File: src/design/csfr_pkg.sv
package csfr_pkg;

  localparam logic [7:0]  START_BYTE     = 8'hA5;
  localparam logic [9:0]  HEADER_LEN     = 10'd8;
  localparam logic [9:0]  DATA_OVERHEAD  = 10'd10;
  localparam logic [9:0]  CODE_POS       = 10'd3;
  localparam logic [9:0]  WORD_COUNT_POS = 10'd5;
  localparam logic [15:0] POLY_RESET     = 16'h1021;

  localparam logic [7:0] CODE_INCOMPLETE = 8'h02;
  localparam logic [7:0] CODE_INVALID    = 8'h04;
  localparam logic [7:0] CODE_DENIED     = 8'h06;
  localparam logic [7:0] CODE_FRAMING    = 8'h08;

  typedef enum logic [2:0] {
    STATUS_OK         = 3'd0,
    STATUS_INCOMPLETE = 3'd1,
    STATUS_INVALID    = 3'd2,
    STATUS_DENIED     = 3'd3,
    STATUS_FRAMING    = 3'd4,
    STATUS_CRC_BAD    = 3'd5
  } status_t;

  typedef logic [7:0]  byte_t;
  typedef logic [9:0]  count_t;
  typedef logic [15:0] crc_t;

  // word held in the input register
  typedef struct packed {
    logic  valid;
    byte_t data;
  } item_t;

endpackage

File: src/design/csfr_if.sv
interface csfr_rx_if;
  import csfr_pkg::*;

  logic  valid;
  logic  ready;
  byte_t rx_byte;

  modport source (output valid, output rx_byte, input ready);
  modport sink (input valid, input rx_byte, output ready);
endinterface

interface csfr_frame_if;
  import csfr_pkg::*;

  logic   valid;
  logic   ready;
  byte_t  frame_byte;
  count_t byte_index;
  logic   frame_last;
  logic [2:0] frame_status;
  count_t frame_length;

  modport source (
    output valid, output frame_byte, output byte_index, output frame_last,
    output frame_status, output frame_length, input ready
  );
  modport sink (
    input valid, input frame_byte, input byte_index, input frame_last,
    input frame_status, input frame_length, output ready
  );
endinterface

File: src/design/csfr_in_reg.sv
module csfr_in_reg (
  input  logic            clk,
  input  logic            rst,
  input  logic            in_valid,
  input  csfr_pkg::byte_t in_data,
  output logic            in_ready,
  input  logic            take,
  output csfr_pkg::item_t item
);
  import csfr_pkg::*;

  logic  valid;
  byte_t data;

  assign in_ready   = !valid || take;
  assign item.valid = valid;
  assign item.data  = data;

  always_ff @(posedge clk) begin
    if (rst) begin
      valid <= 1'b0;
    end else if (in_ready) begin
      valid <= in_valid;
    end
  end

  always_ff @(posedge clk) begin
    if (in_ready && in_valid) begin
      data <= in_data;
    end
  end

endmodule

File: src/design/csfr_crc_byte.sv
module csfr_crc_byte (
  input  csfr_pkg::crc_t  crc_in,
  input  csfr_pkg::byte_t data,
  input  csfr_pkg::crc_t  poly,
  output csfr_pkg::crc_t  crc_out
);
  import csfr_pkg::*;

  // msb-first, one bit per step
  always_comb begin
    crc_t c;
    c = crc_in ^ {data, 8'h00};
    for (int k = 0; k < 8; k++) begin
      if (c[15]) begin
        c = {c[14:0], 1'b0} ^ poly;
      end else begin
        c = {c[14:0], 1'b0};
      end
    end
    crc_out = c;
  end

endmodule

File: src/design/csfr_frame_core.sv
module csfr_frame_core (
  input  logic            clk,
  input  logic            rst,
  input  csfr_pkg::item_t item,
  output logic            take,
  input  csfr_pkg::crc_t  poly,
  csfr_frame_if.source    frame
);
  import csfr_pkg::*;

  logic   in_frame;
  count_t byte_count;
  count_t expected_length;
  crc_t   crc_acc;
  byte_t  reported_code;

  logic   out_valid;
  byte_t  out_byte;
  count_t out_index;
  logic   out_last;
  logic [2:0] out_status;
  count_t out_length;

  logic    active;
  logic    fire;
  count_t  idx;
  count_t  count;
  crc_t    crc_in;
  crc_t    crc_next;
  byte_t   code_next;
  count_t  exp_next;
  logic    last;
  status_t status;

  assign take   = !out_valid || frame.ready;
  assign active = in_frame || (item.data == START_BYTE);
  assign fire   = item.valid && take;

  assign idx    = in_frame ? byte_count : '0;
  assign crc_in = in_frame ? crc_acc : '0;
  assign count  = idx + 10'd1;

  csfr_crc_byte u_crc (
    .crc_in  (crc_in),
    .data    (item.data),
    .poly    (poly),
    .crc_out (crc_next)
  );

  always_comb begin
    code_next = in_frame ? reported_code : 8'h00;
    if (idx == CODE_POS) begin
      code_next = item.data;
    end
    exp_next = in_frame ? expected_length : HEADER_LEN;
    if (idx == WORD_COUNT_POS && item.data != 8'h00) begin
      exp_next = {1'b0, item.data, 1'b0} + DATA_OVERHEAD;
    end
    last = (count >= exp_next);
  end

  always_comb begin
    priority if (code_next == CODE_INCOMPLETE) begin
      status = STATUS_INCOMPLETE;
    end else if (code_next == CODE_INVALID) begin
      status = STATUS_INVALID;
    end else if (code_next == CODE_DENIED) begin
      status = STATUS_DENIED;
    end else if (code_next == CODE_FRAMING) begin
      status = STATUS_FRAMING;
    end else if (crc_next != 16'h0000) begin
      status = STATUS_CRC_BAD;
    end else begin
      status = STATUS_OK;
    end
  end

  always_ff @(posedge clk) begin
    if (rst) begin
      in_frame        <= 1'b0;
      byte_count      <= '0;
      expected_length <= HEADER_LEN;
      crc_acc         <= '0;
      reported_code   <= '0;
      out_valid       <= 1'b0;
    end else begin
      if (fire && active) begin
        if (last) begin
          in_frame        <= 1'b0;
          byte_count      <= '0;
          expected_length <= HEADER_LEN;
          crc_acc         <= '0;
          reported_code   <= '0;
        end else begin
          in_frame        <= 1'b1;
          byte_count      <= count;
          expected_length <= exp_next;
          crc_acc         <= crc_next;
          reported_code   <= code_next;
        end
      end
      if (take) begin
        out_valid <= fire && active;
      end
    end
  end

  always_ff @(posedge clk) begin
    if (fire && active) begin
      out_byte   <= item.data;
      out_index  <= idx;
      out_last   <= last;
      out_status <= last ? status : STATUS_OK;
      out_length <= last ? count : '0;
    end
  end

  assign frame.valid        = out_valid;
  assign frame.frame_byte   = out_byte;
  assign frame.byte_index   = out_index;
  assign frame.frame_last   = out_last;
  assign frame.frame_status = out_status;
  assign frame.frame_length = out_length;

endmodule

File: src/design/crc_serial_frame_receiver.sv
// Serial frame receiver: bytes arrive on rx one word at a time and are dropped
// until the start byte 0xA5 opens a frame. Every frame byte, start byte
// included, leaves on frame with its index; the frame is 8 bytes long, or
// 2*n+10 when header byte 5 carries a non-zero word count n. On the final
// byte frame_last is high and frame_length and frame_status are filled in:
// an error code reported in header byte 3 wins, else a non-zero CRC-16
// residue (msb-first, zero start, polynomial from cfg_wr_data, reset 0x1021)
// flags a bad frame. One word is taken per clock while the output is not
// stalled; an accepted byte passes through the input register, then the
// byte-wide CRC and frame counter logic into the result register. Write the
// polynomial only while the block is idle.
module crc_serial_frame_receiver (
  input  logic        clk,
  input  logic        rst,
  csfr_rx_if.sink     rx,
  csfr_frame_if.source frame,
  input  logic        cfg_wr_en,
  input  logic [15:0] cfg_wr_data
);
  import csfr_pkg::*;

  crc_t  poly;
  item_t item;
  logic  take;

  always_ff @(posedge clk) begin
    if (rst) begin
      poly <= POLY_RESET;
    end else if (cfg_wr_en) begin
      poly <= cfg_wr_data;
    end
  end

  csfr_in_reg u_in_reg (
    .clk      (clk),
    .rst      (rst),
    .in_valid (rx.valid),
    .in_data  (rx.rx_byte),
    .in_ready (rx.ready),
    .take     (take),
    .item     (item)
  );

  csfr_frame_core u_core (
    .clk   (clk),
    .rst   (rst),
    .item  (item),
    .take  (take),
    .poly  (poly),
    .frame (frame)
  );

endmodule

File: src/flat_wrapper.sv
// flat-port wrapper written by rule: the top's interface ports become plain ports
module crc_serial_frame_receiver_flat import csfr_pkg::*;
  (clk, rst, cfg_wr_en, cfg_wr_data, rx_valid, rx_rx_byte, rx_ready, frame_valid, frame_frame_byte, frame_byte_index, frame_frame_last, frame_frame_status, frame_frame_length, frame_ready);
  csfr_rx_if rx_i ();
  csfr_frame_if frame_i ();
  input  logic clk;
  input  logic rst;
  input  logic cfg_wr_en;
  input  logic [15:0] cfg_wr_data;
  input wire logic [$bits(rx_i.valid)-1:0] rx_valid;
  input wire logic [$bits(rx_i.rx_byte)-1:0] rx_rx_byte;
  output wire logic [$bits(rx_i.ready)-1:0] rx_ready;
  output wire logic [$bits(frame_i.valid)-1:0] frame_valid;
  output wire logic [$bits(frame_i.frame_byte)-1:0] frame_frame_byte;
  output wire logic [$bits(frame_i.byte_index)-1:0] frame_byte_index;
  output wire logic [$bits(frame_i.frame_last)-1:0] frame_frame_last;
  output wire logic [$bits(frame_i.frame_status)-1:0] frame_frame_status;
  output wire logic [$bits(frame_i.frame_length)-1:0] frame_frame_length;
  input wire logic [$bits(frame_i.ready)-1:0] frame_ready;
  assign rx_i.valid = rx_valid;
  assign rx_i.rx_byte = rx_rx_byte;
  assign rx_ready = rx_i.ready;
  assign frame_valid = frame_i.valid;
  assign frame_frame_byte = frame_i.frame_byte;
  assign frame_byte_index = frame_i.byte_index;
  assign frame_frame_last = frame_i.frame_last;
  assign frame_frame_status = frame_i.frame_status;
  assign frame_frame_length = frame_i.frame_length;
  assign frame_i.ready = frame_ready;
  crc_serial_frame_receiver u_core (.clk(clk), .rst(rst), .rx(rx_i), .frame(frame_i), .cfg_wr_en(cfg_wr_en), .cfg_wr_data(cfg_wr_data));
endmodule
File: config.mk
export PLATFORM = sky130hd
export DESIGN_NAME = crc_serial_frame_receiver_flat
export DESIGN_NICKNAME = d
export VERILOG_FILES = /design/src/design/csfr_pkg.sv /design/src/design/csfr_if.sv /design/src/design/csfr_in_reg.sv /design/src/design/csfr_crc_byte.sv /design/src/design/csfr_frame_core.sv /design/src/design/crc_serial_frame_receiver.sv /design/src/flat_wrapper.sv
export SDC_FILE = /design/constraint.sdc
export NUM_CORES = 1
export LEC_CHECK = 0
export ABC_AREA = 1
export BUFFER_PORTS_ARGS = -buffer_cell sky130_fd_sc_hd__buf_2
export CAP_MARGIN = 30
export CORE_MARGIN = 2
export CORE_UTILIZATION = 55
export DETAILED_ROUTE_END_ITERATION = 10
export PLACE_DENSITY_LB_ADDON = 0.2
export SYNTH_ARGS = -nofsm -noshare
export SYNTH_HDL_FRONTEND = slang
export SYNTH_SLANG_ARGS = --single-unit
File: constraint.sdc
create_clock -name clk -period 3.9 [get_ports clk]
set_input_delay 0.195 -clock clk [delete_from_list [all_inputs] [get_ports clk]]
set_output_delay 0.195 -clock clk [all_outputs]
set_load 0.02 [all_outputs]
==> qor.csv, run 1 <==
stage,metric,value,unit
status,status,"finished, final reports clean",
drt,drt-total-wl,21.6,mm
grt,grt_use_total,0.282,
floorplanning,fp.dieH,120,um
floorplanning,start_util,0.562,
setup_path,critPathMaxFanout,7,
synth,yosysWarnings,0,
floorplanning,ios,63,
clock_network,clock-sinks,103,
synth,post-synth-top-count-cell,nand2_1,
synth,ys_seq_area_frac,0.332,
clock_network,cts_tree,built,
timing,setup_violations,0,
cells_and_area,synthToLayoutAreaGrowth,23.1,%
setup_path,r2r-start,u_core.u_in_reg.data[7],
setup_path,cpMaxStageDelayCell,edfxtp_1,
setup_path,critPathCaptureType,flop,
clock_network,clk_latency,360,ps
cells_and_area,ff_latch_area,0.00247,mm^2
floorplanning,core,0.0132,mm^2
synth,yosys.area.top_type,nand2_1,
pwr,p_comb_frac,0.368,
setup_path,cp.arrival,3870,ps
synth,ys_top_cells_by_area,"nand2_1 (19%), dfxtp_1 (17%), edfxtp_1 (16%), nand3_1 (9.0%), inv_1 (7.0%)",
synth,postSynthCellCount,1127,
synth,synth_common_cells,"nand2_1 (366), inv_1 (139), nand3_1 (134), nor2_1 (71), a21oi_1 (68)",
worst_hold_path,min-delay-start,rx_rx_byte[2],
synth,synth_nets,1171,
setup_path,r2r_cells,33,
timing,fmax,267,MHz
timing,slew_headroom,0.316,
grt,grt_overflow,0,
grt,grt_pass1_wl,32.3,mm
worst_hold_path,hp-class,input port to flop,
setup_path,crit_required,4020,ps
synth,synth_area,0.00741,mm^2
grt,grt_max_degree,50,
drt,drt_iter0_drc,843,
cells_and_area,multi_input_area,0.00451,mm^2
placed_design,numPlacedInstances,1367,
worst_hold_path,min_to,u_core.u_in_reg.data[2],
synth,synthArstFlopShare,0,
clock_network,h-tree-depth,3,
pwr,pwr-share-seq,0.337,
timing,rsz0062_at_grt,true,
grt,grt_pass1_vias,6588,
synth,synth_area_per_cell,6.58,um^2
timing,final_period_minus_worst_setup_slack,3750,ps
cells_and_area,drive_above_1_share,0.227,
timing,worstMarginPinSlew,1030,ps
floorplanning,std_cell_rows,42,
setup_path,r2r_slack,150,ps
placed_design,io_buffers,62,
pwr,switchingPower,0.00128,W
clock_network,cts_buffers,9,
drt,viasPerCell,5.44,
synth,synthFlopType,dfxtp_1,
synth,synth_edf_count,40,
clock_network,cts_root_buf,clkbuf_16,
setup_path,worst_path_most_repeated_cell,nand2_1,
setup_path,path_class,flop to flop,
timing,fin_setup_tns,0,ps
worst_hold_path,min_path_cells,1,
timing,fin_skew,9.77,ps
drt,dr.pass1.iters,6,
cells_and_area,finalNetCount,1275,
setup_path,cp_slowest_stage_delay,450,ps
drt,ant_nets,0,
pwr,vdd_drop_max,0.000298,V
pwr,clkPwrFrac,0.295,
cells_and_area,diodes,0,
timing,hold_violations,0,
pwr,internal_power,0.00215,W
timing,period_share,0.962,
timing,slew_violations,0,
floorplanning,dieArea,0.0144,mm^2
synth,yosys.cell_types.count,40,
timing,layout_setup_ws,148,ps
setup_path,startpoint_type,flop,
pwr,power_density,376,mW/mm^2
drt,avgRoutedWirePerCell,15.3,um
cells_and_area,n_fill_cell,1143,
synth,ys_ff_latch,103,
clock_network,path_clk_slew,70,ps
pwr,leakagePower,4.42,nW
placed_design,post-place-ws,-126,ps
grt,antenna_found_initial,0,
synth,synth_top_area_frac,0.185,
cells_and_area,instances_no_fill,1412,
timing,whs,7.32,ps
placed_design,gp_congestion,0.978,
pwr,p_sw_frac,0.373,
drt,via_count,7683,
setup_path,timing.rr.end,u_core.u_core.frame.frame_status[0],
flow_run,max-cap-violations,0,
clock_network,ctsLongestPathBuffers,2,
floorplanning,dieWidth,120,um
placed_design,dp_hpwl,14.6,mm
drt,drcViolationCount,0,
cells_and_area,final_util,0.692,
## through the flow
| stage | power (W) | cell area (um^2) |
|---|---|---|
| 3_5_place_dp | 0.00225 | 8090 |
| 5_1_grt | 0.00362 | 9130 |
| 4_1_cts | 0.00326 | 8450 |
| 6_report | 0.00344 | 9130 |
| 2_1_floorplan | 0.00204 | 7420 |
| 3_3_place_gp | 0.00223 | 8090 |
## per-layer routing
metal | part of all wire | global-route usage
met1 | 0.44 | 0.403
met2 | 0.46 | 0.438
met3 | 0.073 | 0.0404
met4 | 0.025 | 0.0941
met5 | 0 | 0
## final cells by class
type	count	share of cell area
repair buffers	142	0.115
well taps	176	0.0241
clock buffers	9	0.0247
clock inverters	7	0.0115
flip-flops and latches	103	0.270
multi-input cells	827	0.494
inverters	148	0.0611
## power by group through the flow
stage                     Sequential, W  Clock [W]  Combinational (W)
final                           0.00116    0.00101            0.00126
after global routing            0.00116    0.00106            0.00141
after CTS                       0.00116    0.00102            0.00108
after detailed placement        0.00118          0            0.00107
after global placement          0.00118          0            0.00105
after floorplan                 0.00116          0           0.000874
## registers in the layout, indices dropped and copies added (netlist names), 10 cells and up
name	count
u_core.u_core.frame.frame_length	10
u_core.u_core.byte_count	10
u_core.poly	16
u_core.u_core.frame.byte_index	10
u_core.u_core.expected_length	10
u_core.u_core.crc_acc	16
## critical path: cells and delay by family, from the launching register on
kind,cells,cell delay [ps]
DFF,1,450
and+or+nand+nor,25,2450
AOI/OAI and AO/OA,1,60
buffers and inverters,7,550
## cells in the final DEF (no fill, tap or decap), types with 40 or more instances in the layout
| cell | synthesis | routed |
|---|---|---|
| a21oi_1 | 68 | 64 |
| o21ai_0 | 43 | 40 |
| edfxtp_1 | 40 | 40 |
| dfxtp_1 | 63 | 62 |
| nand3_1 | 134 | 128 |
| nor2_1 | 71 | 59 |
| buf_4 | 6 | 61 |
| buf_2 | 5 | 63 |
| inv_1 | 139 | 129 |
| nand2_1 | 366 | 344 |
## cell families after synthesis
logic type,after synthesis,synth area share
and+or+nand+nor,623,0.369
buffers and inverters,199,0.111
AOI/OAI and AO/OA,130,0.0938
DFF,103,0.332
xor gates and xnor gates,57,0.0694
adders and majority gates,15,0.0253
## what timing repair did
| item | 4_1_cts | 5_1_grt |
|---|---|---|
| gates cloned | 0 | 6 |
| setup buffers | 0 | 23 |
| hold buffers | 0 | 0 |
| pin swaps | 0 | 30 |
| resized for setup | 6 | 109 |
| setup endpoints to repair | 42 | 58 |
## how the worst max path moves through the flow
| stage | start | endpoint | slack, ps | depth (start not counted) |
|---|---|---|---|---|
| 6_report | u_core.u_in_reg.data[7] | u_core.u_core.frame.frame_status[0] | 150 | 33 |
| 5_1_grt | u_core.u_in_reg.data[7] | u_core.u_core.frame.frame_status[0] | -170 | 33 |
| 4_1_cts | u_core.u_core.in_frame | u_core.u_core.expected_length[8] | 20 | 23 |
| 3_5_place_dp | u_core.u_core.in_frame | u_core.u_core.expected_length[8] | -130 | 21 |
| 3_3_place_gp | u_core.u_core.in_frame | u_core.u_core.expected_length[8] | -70 | 21 |
| 2_1_floorplan | u_core.u_core.in_frame | u_core.u_core.reported_code[3] | 90 | 24 |
(Power assumes the default switching activity.)
==> inputs of run 2 (changes only) <==
CORE_UTILIZATION = 50   (was 55)
clock period = 4.65 ns   (was 3.9 ns; I/O delays follow)
==> run 2 against run 1 <==
- first-iteration DRC count decreased by 18%
- clock skew up 1.6 ps
- setup slack better by 240 ps
- critical path depth down 11
- global-route usage is 2.3 points lower
- sequential share of layout area is 3.1 points higher
- total power shrank 23%
- hold slack better by 37 ps
- via count shrank 5.4%
- core utilization decreased by 13 points
- register-to-register slack gained 240 ps
- critical endpoint is now u_core.u_core.expected_length[4]
- largest cell class unchanged
==> qor.csv, run 2 (synthesized netlist as in run 1, its figures left out) <==
stage,metric,value,unit,change
drt,via_count,7267,,-5.4%
grt,grt_use_total,0.259,,-0.0233
setup_path,r2r_cells,22,,-33%
timing,setup_violations,0,,unchanged
grt,grt_max_degree,50,,unchanged
floorplanning,dieArea,0.0158,mm^2,+9.7%
drt,drt-total-wl,20.3,mm,-6.4%
floorplanning,start_util,0.510,,-0.0520
placed_design,io_buffers,62,,unchanged
clock_network,cts_tree,built,,
timing,period_share,0.917,,-0.0449
drt,drt_iter0_drc,688,,-18%
clock_network,clk_latency,360,ps,about the same
floorplanning,core,0.0145,mm^2,+10%
setup_path,r2r-start,u_core.u_core.in_frame,,
grt,grt_overflow,0,,unchanged
clock_network,cts_root_buf,clkbuf_16,,
clock_network,ctsLongestPathBuffers,2,,unchanged
drt,ant_nets,0,,unchanged
floorplanning,fp.dieH,126,um,+4.7%
pwr,vdd_drop_max,0.000234,V,-22%
drt,dr.pass1.iters,5,,-1
floorplanning,std_cell_rows,44,,+4.8%
clock_network,postCtsSetupBuffers,0,,unchanged
placed_design,gp_congestion,0.956,,-2.3%
timing,layout_setup_ws,385,ps,+237 ps
setup_path,crit_start,u_core.u_core.in_frame,,
status,status,"finished, final reports clean",,
setup_path,r2r_slack,380,ps,+240 ps
drt,drcViolationCount,0,,unchanged
pwr,power_density,325,mW/mm^2,-14%
timing,slew_headroom,0.341,,+0.0252
worst_hold_path,min_to,u_core.u_in_reg.data[2],,
placed_design,dp_hpwl,14.6,mm,+0.12%
setup_path,cp.arrival,4550,ps,+680 ps
timing,slew_violations,0,,unchanged
drt,viasPerCell,5.35,,-1.7%
drt,avgRoutedWirePerCell,14.9,um,-2.7%
clock_network,h-tree-depth,3,,unchanged
setup_path,critPathMaxFanout,32,,+25
clock_network,ctsHoldBuffers,0,,unchanged
setup_path,cpMaxStageDelayCell,dfxtp_2,,
clock_network,clock-sinks,103,,unchanged
timing,fin_skew,11.3,ps,+1.57 ps
flow_run,max-cap-violations,0,,unchanged
pwr,leakagePower,4.00,nW,-9.5%
cells_and_area,mostFrequentLayoutCells,"nand2_1 (365), inv_1 (138), nand3_1 (134)",,
timing,fmax,234,MHz,-12%
cells_and_area,finalNetCount,1214,,-4.8%
clock_network,cts_buffers,9,,unchanged
cells_and_area,fin_area,0.00819,mm^2,-10%
clock_network,ctsResizeCount,1,,-5
setup_path,critPathCaptureType,flop,,
grt,grt_pass1_wl,32.8,mm,+1.4%
grt,antenna_found_initial,0,,unchanged
timing,worstMarginPinSlew,988,ps,-37.8 ps
cells_and_area,synthToLayoutAreaGrowth,10.4,%,
placed_design,placed_area,0.00786,mm^2,-2.8%
worst_hold_path,hp-class,input port to flop,,
setup_path,crit_chain,buf_12 -> nand2_1 -> inv_1 -> nor4_2 -> nand4_1 -> nor2_4 -> nand2_2 -> nand2_1 -> inv_1 -> a22oi_1 -> ha_1 -> nand2_1 -> nor2_1 -> o211ai_1 -> o2111ai_1 -> a31oi_1 -> inv_2 -> nor2_2 -> buf_6 -> inv_1 -> a2bb2oi_1 -> nor2_1,,
setup_path,timing.rr.end,u_core.u_core.expected_length[4],,
setup_path,startpoint_type,flop,,
cells_and_area,drive_above_1_share,0.133,,-0.0938
worst_hold_path,min_path_cells,1,,unchanged
setup_path,cp_slowest_stage_delay,380,ps,-70 ps
timing,final_period_minus_worst_setup_slack,4270,ps,+513 ps
worst_hold_path,min-delay-start,rx_rx_byte[2],,
pwr,p_total,0.00266,W,-23%
cells_and_area,final_common_cell,nand2_1,,
placed_design,post-place-ws,17.7,ps,+144 ps
floorplanning,ios,63,,unchanged
cells_and_area,diodes,0,,unchanged
clock_network,path_clk_slew,70,ps,about the same
timing,hold_violations,0,,unchanged
cells_and_area,reg.largest.list,"u_core.poly: 16 flops, u_core.u_core.crc_acc: 16 flops",,
floorplanning,dieWidth,126,um,+4.7%
setup_path,path_class,flop to flop,,
grt,grt_pass1_vias,6492,,-1.5%
setup_path,crit_required,4940,ps,+920 ps
-- run 2: per-stage QoR --
step | cells | TNS, ps | hold WS, ps | util
after global placement | 1343 | 0 | 412 | 0.541
final | 1359 | 0 | 44.1 | 0.563
after CTS | 1359 | 0 | 40.4 | 0.561
after global routing | 1359 | -12.1 | 30.2 | 0.563
after detailed placement | 1343 | 0 | 411 | 0.541
after floorplan | 1127 | 0 | 331 | -
-- run 2: cell type report --
| type | count | area, um^2 |
|---|---|---|
| inverters | 148 | 556 |
| multi-input cells | 825 | 4150 |
| clock buffers | 10 | 229 |
| clock inverters | 6 | 68.8 |
| well taps | 184 | 230 |
| fillers | 1444 | 6350 |
| flip-flops and latches | 103 | 2460 |
| repair buffers | 83 | 484 |
-- run 2: critical path, delay by kind of cell, from the launching register on --
kind	cells	cell delay, ps
AND/OR/NAND/NOR	10	1570
buffers and inverters	6	970
AO/OA/AOI/OAI	5	950
flip-flops	1	380
adder cells (fa/ha/maj)	1	290
-- run 2: per-layer routing --
metal | global-route usage | wire length, um | up-vias
met5 | 0 | 0 | -
met3 | 0.0489 | 1580 | 25
met1 | 0.372 | 9230 | 3296
met2 | 0.403 | 9200 | 286
li1 | - | - | 3660
met4 | 0.0672 | 266 | 0
-- run 2: power by group --
group          total (W)  internal (W)  switching, W
registers       0.000982      0.000947     0.0000348
logic           0.000899      0.000297      0.000602
clock network   0.000780      0.000422      0.000358
total            0.00266       0.00167      0.000995
-- run 2: how the worst max path moves through the flow --
stage                                             to
finish              u_core.u_core.expected_length[4]
global route        u_core.u_core.expected_length[4]
CTS                 u_core.u_core.expected_length[5]
detailed placement  u_core.u_core.expected_length[5]
global placement    u_core.u_core.expected_length[6]
floorplan                u_core.u_core.byte_count[8]
